### src/hw/rtl/tsc_pkg.sv
`timescale 1ns / 1ps

package tsc_pkg;

  localparam int unsigned Letters  = 25;
  localparam int unsigned Side     = 5;
  localparam int unsigned LowSplit = 16;
  localparam int unsigned IdxW     = 5;
  localparam int unsigned CharW    = 8;

  typedef logic [IdxW-1:0]  idx_t;
  typedef logic [CharW-1:0] char_t;

  localparam idx_t  CountFull = idx_t'(Letters);
  localparam idx_t  LastIdx   = idx_t'(Letters - 1);
  localparam char_t CharSpace = 8'h20;
  localparam char_t CharUpA   = 8'h41;
  localparam char_t CharUpZ   = 8'h5a;
  localparam char_t CharLoA   = 8'h61;
  localparam char_t CharLoZ   = 8'h7a;
  localparam char_t CharLoQ   = 8'h71;
  localparam char_t CaseFold  = 8'h20;

  typedef enum logic [2:0] {
    MODE_CLEAR = 3'd0,
    MODE_KEY1  = 3'd1,
    MODE_KEY2  = 3'd2,
    MODE_TEXT  = 3'd3,
    MODE_FLUSH = 3'd4
  } mode_e;

  typedef enum logic [2:0] {
    ST_IDLE,
    ST_FILL,
    ST_DISPATCH,
    ST_LOOKUP,
    ST_RESULT
  } state_e;

  typedef struct packed {
    logic ok;
    idx_t idx;
  } letter_t;

  function automatic letter_t letter_index(char_t c);
    letter_t res;
    char_t   v;
    char_t   off;
    v = c;
    if (v >= CharUpA && v <= CharUpZ) begin
      v = v + CaseFold;
    end
    off = v - CharLoA;
    res.ok  = (v >= CharLoA) && (v <= CharLoZ) && (v != CharLoQ);
    res.idx = (off < char_t'(LowSplit)) ? off[IdxW-1:0] : off[IdxW-1:0] - idx_t'(1);
    return res;
  endfunction

  function automatic char_t index_to_ascii(idx_t i);
    char_t w;
    w = {{(CharW-IdxW){1'b0}}, i};
    return (i < idx_t'(LowSplit)) ? w + CharLoA : w + CharLoA + char_t'(1);
  endfunction

  function automatic idx_t cell_row(idx_t c);
    idx_t r;
    if (c >= idx_t'(4 * Side)) r = idx_t'(4);
    else if (c >= idx_t'(3 * Side)) r = idx_t'(3);
    else if (c >= idx_t'(2 * Side)) r = idx_t'(2);
    else if (c >= idx_t'(Side)) r = idx_t'(1);
    else r = idx_t'(0);
    return r;
  endfunction

  function automatic idx_t cell_col(idx_t c);
    idx_t r;
    r = cell_row(c);
    return c - idx_t'(r * Side);
  endfunction

  function automatic idx_t cell_at(idx_t r, idx_t c);
    return idx_t'(r * Side) + c;
  endfunction

endpackage

### src/hw/rtl/tsc_ram.sv
`timescale 1ns / 1ps

module tsc_ram #(
  parameter int unsigned Width = 8,
  parameter int unsigned Depth = 16,
  localparam int unsigned AddrW = (Depth > 1) ? $clog2(Depth) : 1
) (
  input  logic             clk_i,
  input  logic             we_i,
  input  logic [AddrW-1:0] waddr_i,
  input  logic [Width-1:0] wdata_i,
  input  logic [AddrW-1:0] raddr_i,
  output logic [Width-1:0] rdata_o
);

  logic [Width-1:0] mem_q [Depth];
  logic [Width-1:0] rdata_q;

  always_ff @(posedge clk_i) begin
    if (we_i) begin
      mem_q[waddr_i] <= wdata_i;
    end
    rdata_q <= mem_q[raddr_i];
  end

  assign rdata_o = rdata_q;

endmodule

### src/hw/rtl/two_square_cipher.sv
`timescale 1ns / 1ps

// Horizontal two-square cipher over the 25-letter alphabet without q. Each input item carries
// a mode in s_axis_tuser and an ASCII character in s_axis_tdata. Clear and key letters are taken
// in the idle state. The first text letter or flush after key loading first completes both squares
// in a fill pass. After that a text letter passes the dispatch and lookup states and, if it closes a
// pair, the result state; a flush with a held letter passes dispatch and result, one without only
// dispatch. Lookup uses the place memory reads and the result state the square memory reads.
// Results leave through a two-entry output queue, so the next item is taken while results still
// wait; a new pair only stalls if the queue has not drained by the time its letters are read.
module two_square_cipher
  import tsc_pkg::*;
(
  input  logic       clk_i,
  input  logic       rst_ni,
  input  logic       s_axis_tvalid,
  output logic       s_axis_tready,
  input  logic [7:0] s_axis_tdata,   // in_char[7:0]
  input  logic [2:0] s_axis_tuser,   // mode[2:0]
  output logic       m_axis_tvalid,
  input  logic       m_axis_tready,
  output logic [7:0] m_axis_tdata,   // out_char[7:0]
  output logic [0:0] m_axis_tuser,   // bad_char[0]
  output logic       m_axis_tlast
);

  state_e state_q, state_d;
  mode_e  mode_q, mode_d;
  idx_t   idx_q, idx_d;
  logic   bad_q, bad_d;
  logic   space_q, space_d;
  idx_t   fill_q, fill_d;
  logic [Letters-1:0] used1_q, used1_d, used2_q, used2_d;
  idx_t   cnt1_q, cnt1_d, cnt2_q, cnt2_d;
  logic   done_q, done_d;
  logic   pend_valid_q, pend_valid_d;
  idx_t   pend_cell_q, pend_cell_d;
  logic   pend_bad_q, pend_bad_d;
  idx_t   sq1_raddr_q, sq2_raddr_q;
  logic   q0_valid_q, q0_valid_d, q1_valid_q, q1_valid_d;
  char_t  q0_char_q, q0_char_d, q1_char_q, q1_char_d;
  logic   q0_bad_q, q0_bad_d, q1_bad_q, q1_bad_d;
  logic   q0_last_q, q0_last_d;

  logic    in_fire, pop;
  mode_e   in_mode;
  letter_t in_let;
  logic    place1_en, place2_en;
  idx_t    place1_idx, place2_idx;
  idx_t    sq1_raddr, sq2_raddr;
  idx_t    sq1_rdata, sq2_rdata, pl1_rdata, pl2_rdata;
  idx_t    cell_pos;

  assign s_axis_tready = (state_q == ST_IDLE);
  assign in_fire       = s_axis_tvalid & s_axis_tready;
  assign in_mode       = mode_e'(s_axis_tuser);
  assign in_let        = letter_index(s_axis_tdata);
  assign pop           = m_axis_tvalid & m_axis_tready;

  assign m_axis_tvalid   = q0_valid_q;
  assign m_axis_tdata    = q0_char_q;
  assign m_axis_tuser[0] = q0_bad_q;
  assign m_axis_tlast    = q0_last_q;

  tsc_ram #(.Width(IdxW), .Depth(Letters)) u_square_one (
    .clk_i   (clk_i),
    .we_i    (place1_en),
    .waddr_i (cnt1_q),
    .wdata_i (place1_idx),
    .raddr_i (sq1_raddr),
    .rdata_o (sq1_rdata)
  );

  tsc_ram #(.Width(IdxW), .Depth(Letters)) u_square_two (
    .clk_i   (clk_i),
    .we_i    (place2_en),
    .waddr_i (cnt2_q),
    .wdata_i (place2_idx),
    .raddr_i (sq2_raddr),
    .rdata_o (sq2_rdata)
  );

  tsc_ram #(.Width(IdxW), .Depth(Letters)) u_place_one (
    .clk_i   (clk_i),
    .we_i    (place1_en),
    .waddr_i (place1_idx),
    .wdata_i (cnt1_q),
    .raddr_i (idx_q),
    .rdata_o (pl1_rdata)
  );

  tsc_ram #(.Width(IdxW), .Depth(Letters)) u_place_two (
    .clk_i   (clk_i),
    .we_i    (place2_en),
    .waddr_i (place2_idx),
    .wdata_i (cnt2_q),
    .raddr_i (idx_q),
    .rdata_o (pl2_rdata)
  );

  always_comb begin
    state_d      = state_q;
    mode_d       = mode_q;
    idx_d        = idx_q;
    bad_d        = bad_q;
    space_d      = space_q;
    fill_d       = fill_q;
    used1_d      = used1_q;
    used2_d      = used2_q;
    cnt1_d       = cnt1_q;
    cnt2_d       = cnt2_q;
    done_d       = done_q;
    pend_valid_d = pend_valid_q;
    pend_cell_d  = pend_cell_q;
    pend_bad_d   = pend_bad_q;
    q0_valid_d   = q0_valid_q;
    q0_char_d    = q0_char_q;
    q0_bad_d     = q0_bad_q;
    q0_last_d    = q0_last_q;
    q1_valid_d   = q1_valid_q;
    q1_char_d    = q1_char_q;
    q1_bad_d     = q1_bad_q;
    place1_en    = 1'b0;
    place2_en    = 1'b0;
    place1_idx   = in_let.idx;
    place2_idx   = in_let.idx;
    sq1_raddr    = sq1_raddr_q;
    sq2_raddr    = sq2_raddr_q;
    cell_pos     = bad_q ? idx_t'(0) : (pend_valid_q ? pl2_rdata : pl1_rdata);

    // advance the output queue
    if (pop) begin
      q0_valid_d = q1_valid_q;
      q0_char_d  = q1_char_q;
      q0_bad_d   = q1_bad_q;
      q0_last_d  = 1'b1;
      q1_valid_d = 1'b0;
    end

    unique case (state_q)
      ST_IDLE: begin
        if (in_fire) begin
          mode_d  = in_mode;
          idx_d   = in_let.idx;
          bad_d   = ~in_let.ok;
          space_d = (s_axis_tdata == CharSpace);
          unique case (in_mode)
            MODE_CLEAR: begin
              used1_d      = '0;
              used2_d      = '0;
              cnt1_d       = '0;
              cnt2_d       = '0;
              done_d       = 1'b0;
              pend_valid_d = 1'b0;
              pend_cell_d  = '0;
              pend_bad_d   = 1'b0;
            end
            MODE_KEY1: begin
              place1_en = ~done_q & in_let.ok & ~used1_q[in_let.idx] & (cnt1_q < CountFull);
            end
            MODE_KEY2: begin
              place2_en = ~done_q & in_let.ok & ~used2_q[in_let.idx] & (cnt2_q < CountFull);
            end
            MODE_TEXT, MODE_FLUSH: begin
              fill_d  = '0;
              state_d = done_q ? ST_DISPATCH : ST_FILL;
            end
            default: begin
            end
          endcase
        end
      end
      ST_FILL: begin
        place1_idx = fill_q;
        place2_idx = fill_q;
        place1_en  = ~used1_q[fill_q] & (cnt1_q < CountFull);
        place2_en  = ~used2_q[fill_q] & (cnt2_q < CountFull);
        fill_d     = fill_q + idx_t'(1);
        if (fill_q == LastIdx) begin
          done_d  = 1'b1;
          state_d = ST_DISPATCH;
        end
      end
      ST_DISPATCH: begin
        if (mode_q == MODE_TEXT) begin
          state_d = space_q ? ST_IDLE : ST_LOOKUP;
        end else if (pend_valid_q) begin
          sq1_raddr = pend_cell_q;
          state_d   = ST_RESULT;
        end else begin
          state_d = ST_IDLE;
        end
      end
      ST_LOOKUP: begin
        if (!pend_valid_q) begin
          pend_valid_d = 1'b1;
          pend_cell_d  = cell_pos;
          pend_bad_d   = bad_q;
          state_d      = ST_IDLE;
        end else begin
          sq1_raddr = cell_at(cell_row(pend_cell_q), cell_col(cell_pos));
          sq2_raddr = cell_at(cell_row(cell_pos), cell_col(pend_cell_q));
          state_d   = ST_RESULT;
        end
      end
      ST_RESULT: begin
        if (!q0_valid_q) begin
          q0_valid_d = 1'b1;
          q0_char_d  = index_to_ascii(sq1_rdata);
          q0_bad_d   = pend_bad_q;
          if (mode_q == MODE_TEXT) begin
            q0_last_d  = 1'b0;
            q1_valid_d = 1'b1;
            q1_char_d  = index_to_ascii(sq2_rdata);
            q1_bad_d   = bad_q;
          end else begin
            q0_last_d = 1'b1;
          end
          pend_valid_d = 1'b0;
          pend_cell_d  = '0;
          pend_bad_d   = 1'b0;
          state_d      = ST_IDLE;
        end
      end
      default: begin
        state_d = ST_IDLE;
      end
    endcase

    if (place1_en) begin
      used1_d[place1_idx] = 1'b1;
      cnt1_d              = cnt1_q + idx_t'(1);
    end
    if (place2_en) begin
      used2_d[place2_idx] = 1'b1;
      cnt2_d              = cnt2_q + idx_t'(1);
    end
  end

  always_ff @(posedge clk_i or negedge rst_ni) begin
    if (!rst_ni) begin
      state_q      <= ST_IDLE;
      used1_q      <= '0;
      used2_q      <= '0;
      cnt1_q       <= '0;
      cnt2_q       <= '0;
      done_q       <= 1'b0;
      pend_valid_q <= 1'b0;
      pend_cell_q  <= '0;
      pend_bad_q   <= 1'b0;
      q0_valid_q   <= 1'b0;
      q1_valid_q   <= 1'b0;
    end else begin
      state_q      <= state_d;
      used1_q      <= used1_d;
      used2_q      <= used2_d;
      cnt1_q       <= cnt1_d;
      cnt2_q       <= cnt2_d;
      done_q       <= done_d;
      pend_valid_q <= pend_valid_d;
      pend_cell_q  <= pend_cell_d;
      pend_bad_q   <= pend_bad_d;
      q0_valid_q   <= q0_valid_d;
      q1_valid_q   <= q1_valid_d;
    end
  end

  always_ff @(posedge clk_i) begin
    mode_q      <= mode_d;
    idx_q       <= idx_d;
    bad_q       <= bad_d;
    space_q     <= space_d;
    fill_q      <= fill_d;
    sq1_raddr_q <= sq1_raddr;
    sq2_raddr_q <= sq2_raddr;
    q0_char_q   <= q0_char_d;
    q0_bad_q    <= q0_bad_d;
    q0_last_q   <= q0_last_d;
    q1_char_q   <= q1_char_d;
    q1_bad_q    <= q1_bad_d;
  end

endmodule
### config.mk
export PLATFORM = sky130hd
export DESIGN_NAME = two_square_cipher
export DESIGN_NICKNAME = d
export VERILOG_FILES = /design/src/hw/rtl/tsc_pkg.sv /design/src/hw/rtl/tsc_ram.sv /design/src/hw/rtl/two_square_cipher.sv
export SDC_FILE = /design/constraint.sdc
export NUM_CORES = 1
export LEC_CHECK = 0
export BUFFER_PORTS_ARGS = -buffer_cell sky130_fd_sc_hd__buf_2
export CORE_ASPECT_RATIO = 0.5
export CORE_MARGIN = 5
export CORE_UTILIZATION = 60
export CTS_BUF_LIST = sky130_fd_sc_hd__clkbuf_2
export DETAILED_ROUTE_END_ITERATION = 10
export PLACE_DENSITY_LB_ADDON = 0.25
export SLEW_MARGIN = 20
export SYNTH_ARGS = -nofsm -noshare
export SYNTH_HDL_FRONTEND = slang
export SYNTH_HIERARCHICAL = 1
export SYNTH_SLANG_ARGS = --single-unit
### constraint.sdc
create_clock -name clk_i -period 8.07 [get_ports clk_i]
set_input_delay 0.4035 -clock clk_i [delete_from_list [all_inputs] [get_ports clk_i]]
set_output_delay 0.4035 -clock clk_i [all_outputs]
set_load 0.1 [all_outputs]
==> results.md, run 1 <==
* Setup Skew at 0.1202 ns
* WL/cell at 23.23 µm
* Startpoint Class: input pin
* RSZ-0062 raised after global routing: no
* Outcome: finished clean
* Layout Cells excl Fill at 2,716
* Slew Limit Fails at 0
* HPWL Detailed at 39,310 µm
* Avg Cell Area, Syn at 15.14 µm²
* CTS tree: built
* Grt peak-use layer: met2
* Area of the core at 46,590 µm²
* DR iter-0 viols at 2,066
* Leakage at 10.60 nW
* Synth warn at 6
* Crit-path slowest cell: nor4_4
* Register Area at 18,360 µm²
* PortBufs at 26
* Setup TNS at 0 ns
* Placed insts at 2,460
* Fraction of registers with async set/reset at 0.1146
* Most common cell after layout, fill and taps aside: edfxtp_1
* Layout cells sized above 1 at 0.2123
* Critical Path Fanout Max at 29
* Largest net degree at the start of global routing at 64
* Worst r2r dst: u_square_two/rdata_o[0]$_DFF_P_
* Post-DRT Antenna Nets at 0
* Worst setup path startpoint: s_axis_tdata[0]
* NetSw at 0.003560 W
* Num CTS Buffers at 138
* WL final at 63,100 µm
* Die width at 316.3 µm
* RD Place Congestion at 0.8744
* DRC viols at 0
* Total number of cells along the worst setup path at 16
* Maxcap violations at 0
* Clock sink total at 637
* CP Capture Type: flop
* Post-synth EDFFs at 524
* Fin crit period at 5.823 ns
* Worst vdd ir at 0.0001910 V
* Worst path most repeated cell: nor3_1
* Layout Nets at 2,028
* Row count at 56
* Synth Cell Area at 28,150 µm²
* Via count at 17,200
* Critical path class: input pin to flop
* Hold WC Path Type: input pin to flop
* Number of detailed-route iterations in the first pass at 8
* Root buf cell: clkbuf_2
* Clk_lat worst skew at 1.12 ns
* Height of the die at 163.2 µm
* Internal power at 0.006140 W
* Vias in the first global route at 17,060
* Global route total overflow at 0
* First-pass GRT wire length at 97,300 µm
* Clock power share at 0.212
* Grt met1 use at 0.3580
* WP data arrival at 6.55 ns
* Crit path buf inv count at 3
* Clk pin slew, worst setup/hold paths at 0.11 ns
* Worst Setup EP: u_place_one/mem_q[24][2]$_DFFE_PP_
* Ports at 27
* Pwr Density at 320.3 nW/µm²
* Met2 Use GR at 0.3876
* Critical Path, Cell by Cell: buf_2 -> clkinv_1 -> ha_1 -> and2b_1 -> o2111ai_4 -> a41oi_2 -> nor3_1 -> nor4_4 -> buf_4 -> mux2_2 -> a2111oi_0 -> o211a_1 -> a211oi_2 -> nand2_2 -> or3b_2 -> nor3_1
* Cells on worst reg2reg path at 18
* # fillers at 3,304
* Global-route usage over all layers at 0.2474
* Area grow syn2layout at 7.555%
* H-tree lvl count at 4
* Max Fclk at 0.1717 GHz
* Yosys reg bits at 637
* GRT met3 Usage at 0.05655
* CP top delay family: simple AND/OR/NAND/NOR gates
* Slew at the pin closest to its max-slew limit at 1.126 ns
* Most frequent cells in the layout: 524 x edfxtp_1, 211 x clkbuf_2, 179 x nor2_1
* CTS resizes at 0
* HP Start: m_axis_tready
* Initial Util at 0.6042
* Multi-input gate area at 9057 µm²
* WP data required at 8.79 ns
* Initial antenna violation count at 1
* Via/cell ratio at 6.331
* Combinational power share at 0.326
* RR Startpoint: pend_valid_q$_DFFE_PN0P_
* Syn Inst Count at 1,860
* Final setup viols at 0
* Fin crit share at 0.7215
* Register area share after synthesis at 0.6522
* Area of the die at 51,620 µm²
* CP max stage delay at 0.64 ns
* Hold Vio Cnt, Final at 0
* Switching Share at 0.3670
* Primary FF master, synth: edfxtp_1
* Reg2Reg Setup Slack at 2.26 ns
* Clock buffer depth at 3
* Syn nets at 1,909
* Reg power frac at 0.462
* Relative slew slack at 0.2463
* Netlist cell types at 90
-- power groups by stage --
stage | clock network [W] | logic, W | registers [W]
finish | 0.00206 | 0.00316 | 0.00448
global route | 0.00229 | 0.00341 | 0.00452
CTS | 0.00212 | 0.00314 | 0.00448
detailed placement | 0 | 0.00313 | 0.00455
global placement | 0 | 0.00307 | 0.00454
floorplan | 0 | 0.00208 | 0.00467
-- per-layer routing --
metal / vias up / part of all wire
met1: 8626 / 0.42
met3: 95 / 0.090
met2: 847 / 0.47
li1: 7628 / -
met4: 0 / 0.015
met5: - / 0
-- how the worst min path moves through the flow --
stage / to / slack (ns) / cells after the start
floorplan: cnt1_q[0]$_DFFE_PN0P_ / 0.11 / 0
global placement: m_axis_tvalid$_DFF_PN0_ / 0.26 / 1
detailed placement: m_axis_tvalid$_DFF_PN0_ / 0.25 / 1
CTS: m_axis_tdata[7]$_DFF_P_ / 0.04 / 4
global route: m_axis_tdata[7]$_DFF_P_ / 0.11 / 4
finish: m_axis_tdata[7]$_DFF_P_ / 0.19 / 4
-- logic make-up (layout without fill, tap and decap cells) --
kind of cell / Yosys count / after routing / synth area share
flops: 637 / 637 / 0.6522
simple gates: 496 / 496 / 0.08590
xor+xnor: 34 / 34 / 0.01084
buf+inv: 150 / 367 / 0.02773
compound gates: 299 / 299 / 0.07977
fa+ha+maj: 37 / 37 / 0.01831
other cells: 0 / 1 / 0
mux: 207 / 207 / 0.1252
-- registers in the layout (all words and copies together), names as in the netlist, 8 cells and up --
signal and flops:
m_axis_tdata 8, used1_q 25, u_place_two/mem_q 125, u_square_two/mem_q 125, used2_q 25, u_square_one/mem_q 125
u_place_one/mem_q 125, q1_char_q 8
-- final cells by class --
cell class | count | area share
sequential | 637 | 0.6064
inverter | 54 | 0.006900
clock buffer | 211 | 0.03487
antenna | 1 | 0.00008264
tap | 638 | 0.02636
clock inverter | 27 | 0.008346
timing repair buffer | 75 | 0.01793
multi-input combinational | 1073 | 0.2991
-- synthesized netlist by cell type (10+ instances only) --
cell type | instances | share of area
a21oi_1 | 47 | 0.0084
a22o_1 | 10 | 0.0031
a22oi_1 | 15 | 0.0040
a32o_1 | 51 | 0.018
and2_1 | 10 | 0.0022
and3_1 | 22 | 0.0049
buf_2 | 11 | 0.0020
buf_6 | 21 | 0.0084
clkbuf_1 | 51 | 0.0068
dfrtp_1 | 73 | 0.065
dfxtp_1 | 40 | 0.028
edfxtp_1 | 524 | 0.56
ha_1 | 26 | 0.012
inv_1 | 47 | 0.0063
mux2i_1 | 86 | 0.031
mux4_2 | 109 | 0.087
nand2_1 | 106 | 0.014
nand2b_1 | 15 | 0.0033
nand3_1 | 42 | 0.0075
nand3b_1 | 18 | 0.0048
nand4_1 | 16 | 0.0036
nor2_1 | 180 | 0.024
nor2b_1 | 17 | 0.0038
nor3_1 | 20 | 0.0036
o211ai_1 | 14 | 0.0037
o21ai_0 | 49 | 0.0087
o22ai_1 | 20 | 0.0044
or3_1 | 11 | 0.0024
or3b_2 | 10 | 0.0031
xnor2_1 | 20 | 0.0062
xor2_1 | 13 | 0.0040
-- worst reg2reg max path: cells and delay by family, from the launching register on --
kind | cells | cell delay (ns)
adders and majority gates | 4 | 1.26
xor gates and xnor gates | 1 | 0.17
DFF | 1 | 0.83
muxes | 2 | 0.76
and+or+nand+nor | 5 | 1.03
buffers and inverters | 3 | 0.51
AOI/OAI and AO/OA | 3 | 1.14
-- per-stage QoR --
step | area, µm² | setup slack, ns | total power [W] | util | hold WS, ns
after floorplan | 28150 | 1.239 | 0.006756 | - | 0.1079
after global placement | 28800 | 1.339 | 0.007606 | 0.6180 | 0.2555
after detailed placement | 28800 | 1.187 | 0.007682 | 0.6180 | 0.2532
after CTS | 30280 | 2.262 | 0.009744 | 0.6498 | 0.04092
after global routing | 30280 | 1.882 | 0.01023 | 0.6499 | 0.1114
final | 30280 | 2.247 | 0.009700 | 0.6499 | 0.1876
-- repair_timing --
| action | CTS | global route |
|---|---|---|
| hold buffers | 17 | 0 |
| setup buffers | 0 | 0 |
| hold endpoints to repair | 108 | 0 |
(Power assumes the default switching activity.)
==> run 2, diff against run 1 <==
CORE_UTILIZATION = 59   (was 60)
clock period = 4.7 ns   (was 8.07 ns; I/O delays follow)
==> results.md, run 2 (synthesis gave the netlist of run 1 again) <==
* Outcome: finished clean
* Most common cell after layout, fill and taps aside: edfxtp_1
* HPWL Detailed at 42,290 µm (+7.6%)
* Layout Cells excl Fill at 2,856 (+5.2%)
* Hold Vio Cnt, Final at 0 (unchanged)
* Maxcap violations at 0 (unchanged)
* CTS tree: built
* DRC viols at 0 (unchanged)
* Fin crit period at 4.475 ns
* RSZ-0062 raised after global routing: no
* Reg2Reg Setup Slack at 0.23 ns (-2.03 ns)
* Largest net degree at the start of global routing at 73 (+14%)
* Number of detailed-route iterations in the first pass at 5 (-3)
* Global route total overflow at 0 (unchanged)
* Most frequent cells in the layout: 524 x edfxtp_1, 214 x clkbuf_2, 155 x nor2_1
* Area of the core at 47,020 µm² (+0.90%)
* Cells on worst reg2reg path at 23 (+5)
* Setup Skew at 0.08413 ns (-0.03608 ns)
* Fin crit share at 0.9521
* Leakage at 11.29 nW (+6.5%)
* H-tree lvl count at 4 (unchanged)
* Via/cell ratio at 6.205 (-2.0%)
* Final setup viols at 0 (unchanged)
* Area grow syn2layout at 11.90%
* Worst hold endpoint: idx_q[2]$_DFFE_PP_
* WP data arrival at 5.41 ns (-1.14 ns)
* Initial antenna violation count at 2 (+1)
* Worst r2r dst: u_square_one/rdata_o[4]$_DFF_P_
* Global-route usage over all layers at 0.2506 (+0.003240)
* Root buf cell: clkbuf_2
* Vias in the first global route at 18,050 (+5.8%)
* Critical path class: flop to flop
* PortBufs at 26 (unchanged)
* Max Fclk at 0.2235 GHz
* Layout Nets at 2,156 (+6.3%)
* First-pass GRT wire length at 101,700 µm (+4.5%)
* HP Start: s_axis_tdata[2]
* Slew Limit Fails at 0 (unchanged)
* Hold WC Path Type: input pin to flop
* Clock sink total at 637 (unchanged)
* WL/cell at 22.62 µm (-2.6%)
* Row count at 56 (unchanged)
* Layout cells sized above 1 at 0.2784 (+0.06610)
* Area of the die at 52,450 µm² (+1.6%)
* Ports at 27 (unchanged)
* Clk_lat worst skew at 1.15 ns (+0.03 ns)
* CP Capture Type: flop
* Startpoint Class: flop
* Relative slew slack at 0.2345 (-0.01190)
* # fillers at 3,284 (-0.61%)
* Pwr Density at 537.3 nW/µm² (+68%)
* Hold Path Depth at 5 (+1)
* RR Startpoint: pend_valid_q$_DFFE_PN0P_
* Slew at the pin closest to its max-slew limit at 1.144 ns (+0.01778 ns)
* Setup TNS at 0 ns (unchanged)
* Post-DRT Antenna Nets at 0 (unchanged)
* Num CTS Buffers at 139 (+0.72%)
* Die width at 318.9 µm (+0.82%)
* WP data required at 5.64 ns (-3.15 ns)
* Placed insts at 2,582 (+5.0%)
* Via count at 17,720 (+3.1%)
* DR iter-0 viols at 2,105 (+1.9%)
* Height of the die at 164.5 µm (+0.79%)
* Critical Path Fanout Max at 6 (-79%)
* Worst vdd ir at 0.0003129 V (+64%)
* Placed cell area at 29,930 µm² (+3.9%)
* Clock buffer depth at 3 (unchanged)
* Clk pin slew, worst setup/hold paths at 0.12 ns (about the same)
* Initial Util at 0.5988 (-0.005403)
* Final Cell Area at 31,500 µm² (+4.0%)
* WL final at 64,610 µm (+2.4%)
* RD Place Congestion at 0.8892 (+1.7%)
-- run 2: report_power, final --
part | internal (W) | switching (W)
Clock | 0.00138 | 0.00214
Combinational | 0.00215 | 0.00361
Sequential | 0.00716 | 0.000478
-- run 2: cell type report --
cell class | count | area, µm² | share of cell area
clock buffers | 214 | 1071 | 0.03400
repair buffers | 202 | 1551 | 0.04925
clock inverters | 36 | 256.5 | 0.008142
well taps | 638 | 798.3 | 0.02534
inverters | 54 | 220.2 | 0.006990
multi-input cells | 1073 | 9238 | 0.2932
flip-flops and latches | 637 | 18360 | 0.5829
diodes | 2 | 5.005 | 0.0001589
-- run 2: layer usage --
metal | up-vias | share of wire | GRT usage
met3 | 130 | 0.095 | 0.06490
met1 | 8842 | 0.42 | 0.3529
met5 | - | 0 | 0
li1 | 7881 | - | -
met4 | 0 | 0.025 | 0.08771
met2 | 869 | 0.46 | 0.3884
-- run 2: how the worst max path moves through the flow --
stage | startpoint | endpoint | slack, ns | cells past startpoint
2_1_floorplan | pend_valid_q$_DFFE_PN0P_ | u_square_one/rdata_o[0]$_DFF_P_ | 0.01 | 24
3_3_place_gp | s_axis_tdata[0] | u_place_one/mem_q[8][0]$_DFFE_PP_ | -0.03 | 16
3_5_place_dp | s_axis_tdata[0] | u_place_one/mem_q[8][1]$_DFFE_PP_ | -0.07 | 16
4_1_cts | pend_valid_q$_DFFE_PN0P_ | u_square_two/rdata_o[0]$_DFF_P_ | 0.07 | 19
5_1_grt | pend_valid_q$_DFFE_PN0P_ | u_square_one/rdata_o[4]$_DFF_P_ | 0.01 | 23
6_report | pend_valid_q$_DFFE_PN0P_ | u_square_one/rdata_o[4]$_DFF_P_ | 0.23 | 23
-- run 2: repair_timing --
item | CTS | global route
hold endpoints to repair | 118 | 0
resized for setup | 0 | 11
endpoints found under the setup margin | 0 | 10
buffers inserted | 0 | 3
hold buffers | 19 | 0
-- run 2: worst max-delay path: stages, from the launching register on --
cell,delay [ns]
dfrtp_2,0.48
mux2i_1,0.14
nor2_1,0.16
inv_1,0.07
maj3_1,0.33
nand2_1,0.08
o311a_1,0.21
nor2_1,0.08
ha_1,0.28
inv_1,0.05
ha_2,0.18
fa_2,0.35
a21o_1,0.18
a21oi_2,0.14
xnor2_1,0.14
xnor2_1,0.09
nand2_1,0.06
o21ai_0,0.09
a21oi_1,0.20
buf_4,0.18
nand2b_1,0.20
nor2_1,0.12
a22oi_1,0.33
o211ai_1,0.19
-- run 2: metrics by stage --
| step | hold slack [ns] | util | setup slack, ns | total power [W] |
|---|---|---|---|---|
| global route | 0.05980 | 0.6701 | 0.01172 | 0.01790 |
| CTS | 0.04823 | 0.6688 | 0.06617 | 0.01696 |
| finish | 0.1356 | 0.6701 | 0.2251 | 0.01693 |
| floorplan | -0.06059 | - | 0.01196 | 0.01164 |
| global placement | 0.1121 | 0.6360 | -0.03397 | 0.01329 |
| detailed placement | 0.1135 | 0.6365 | -0.06638 | 0.01342 |
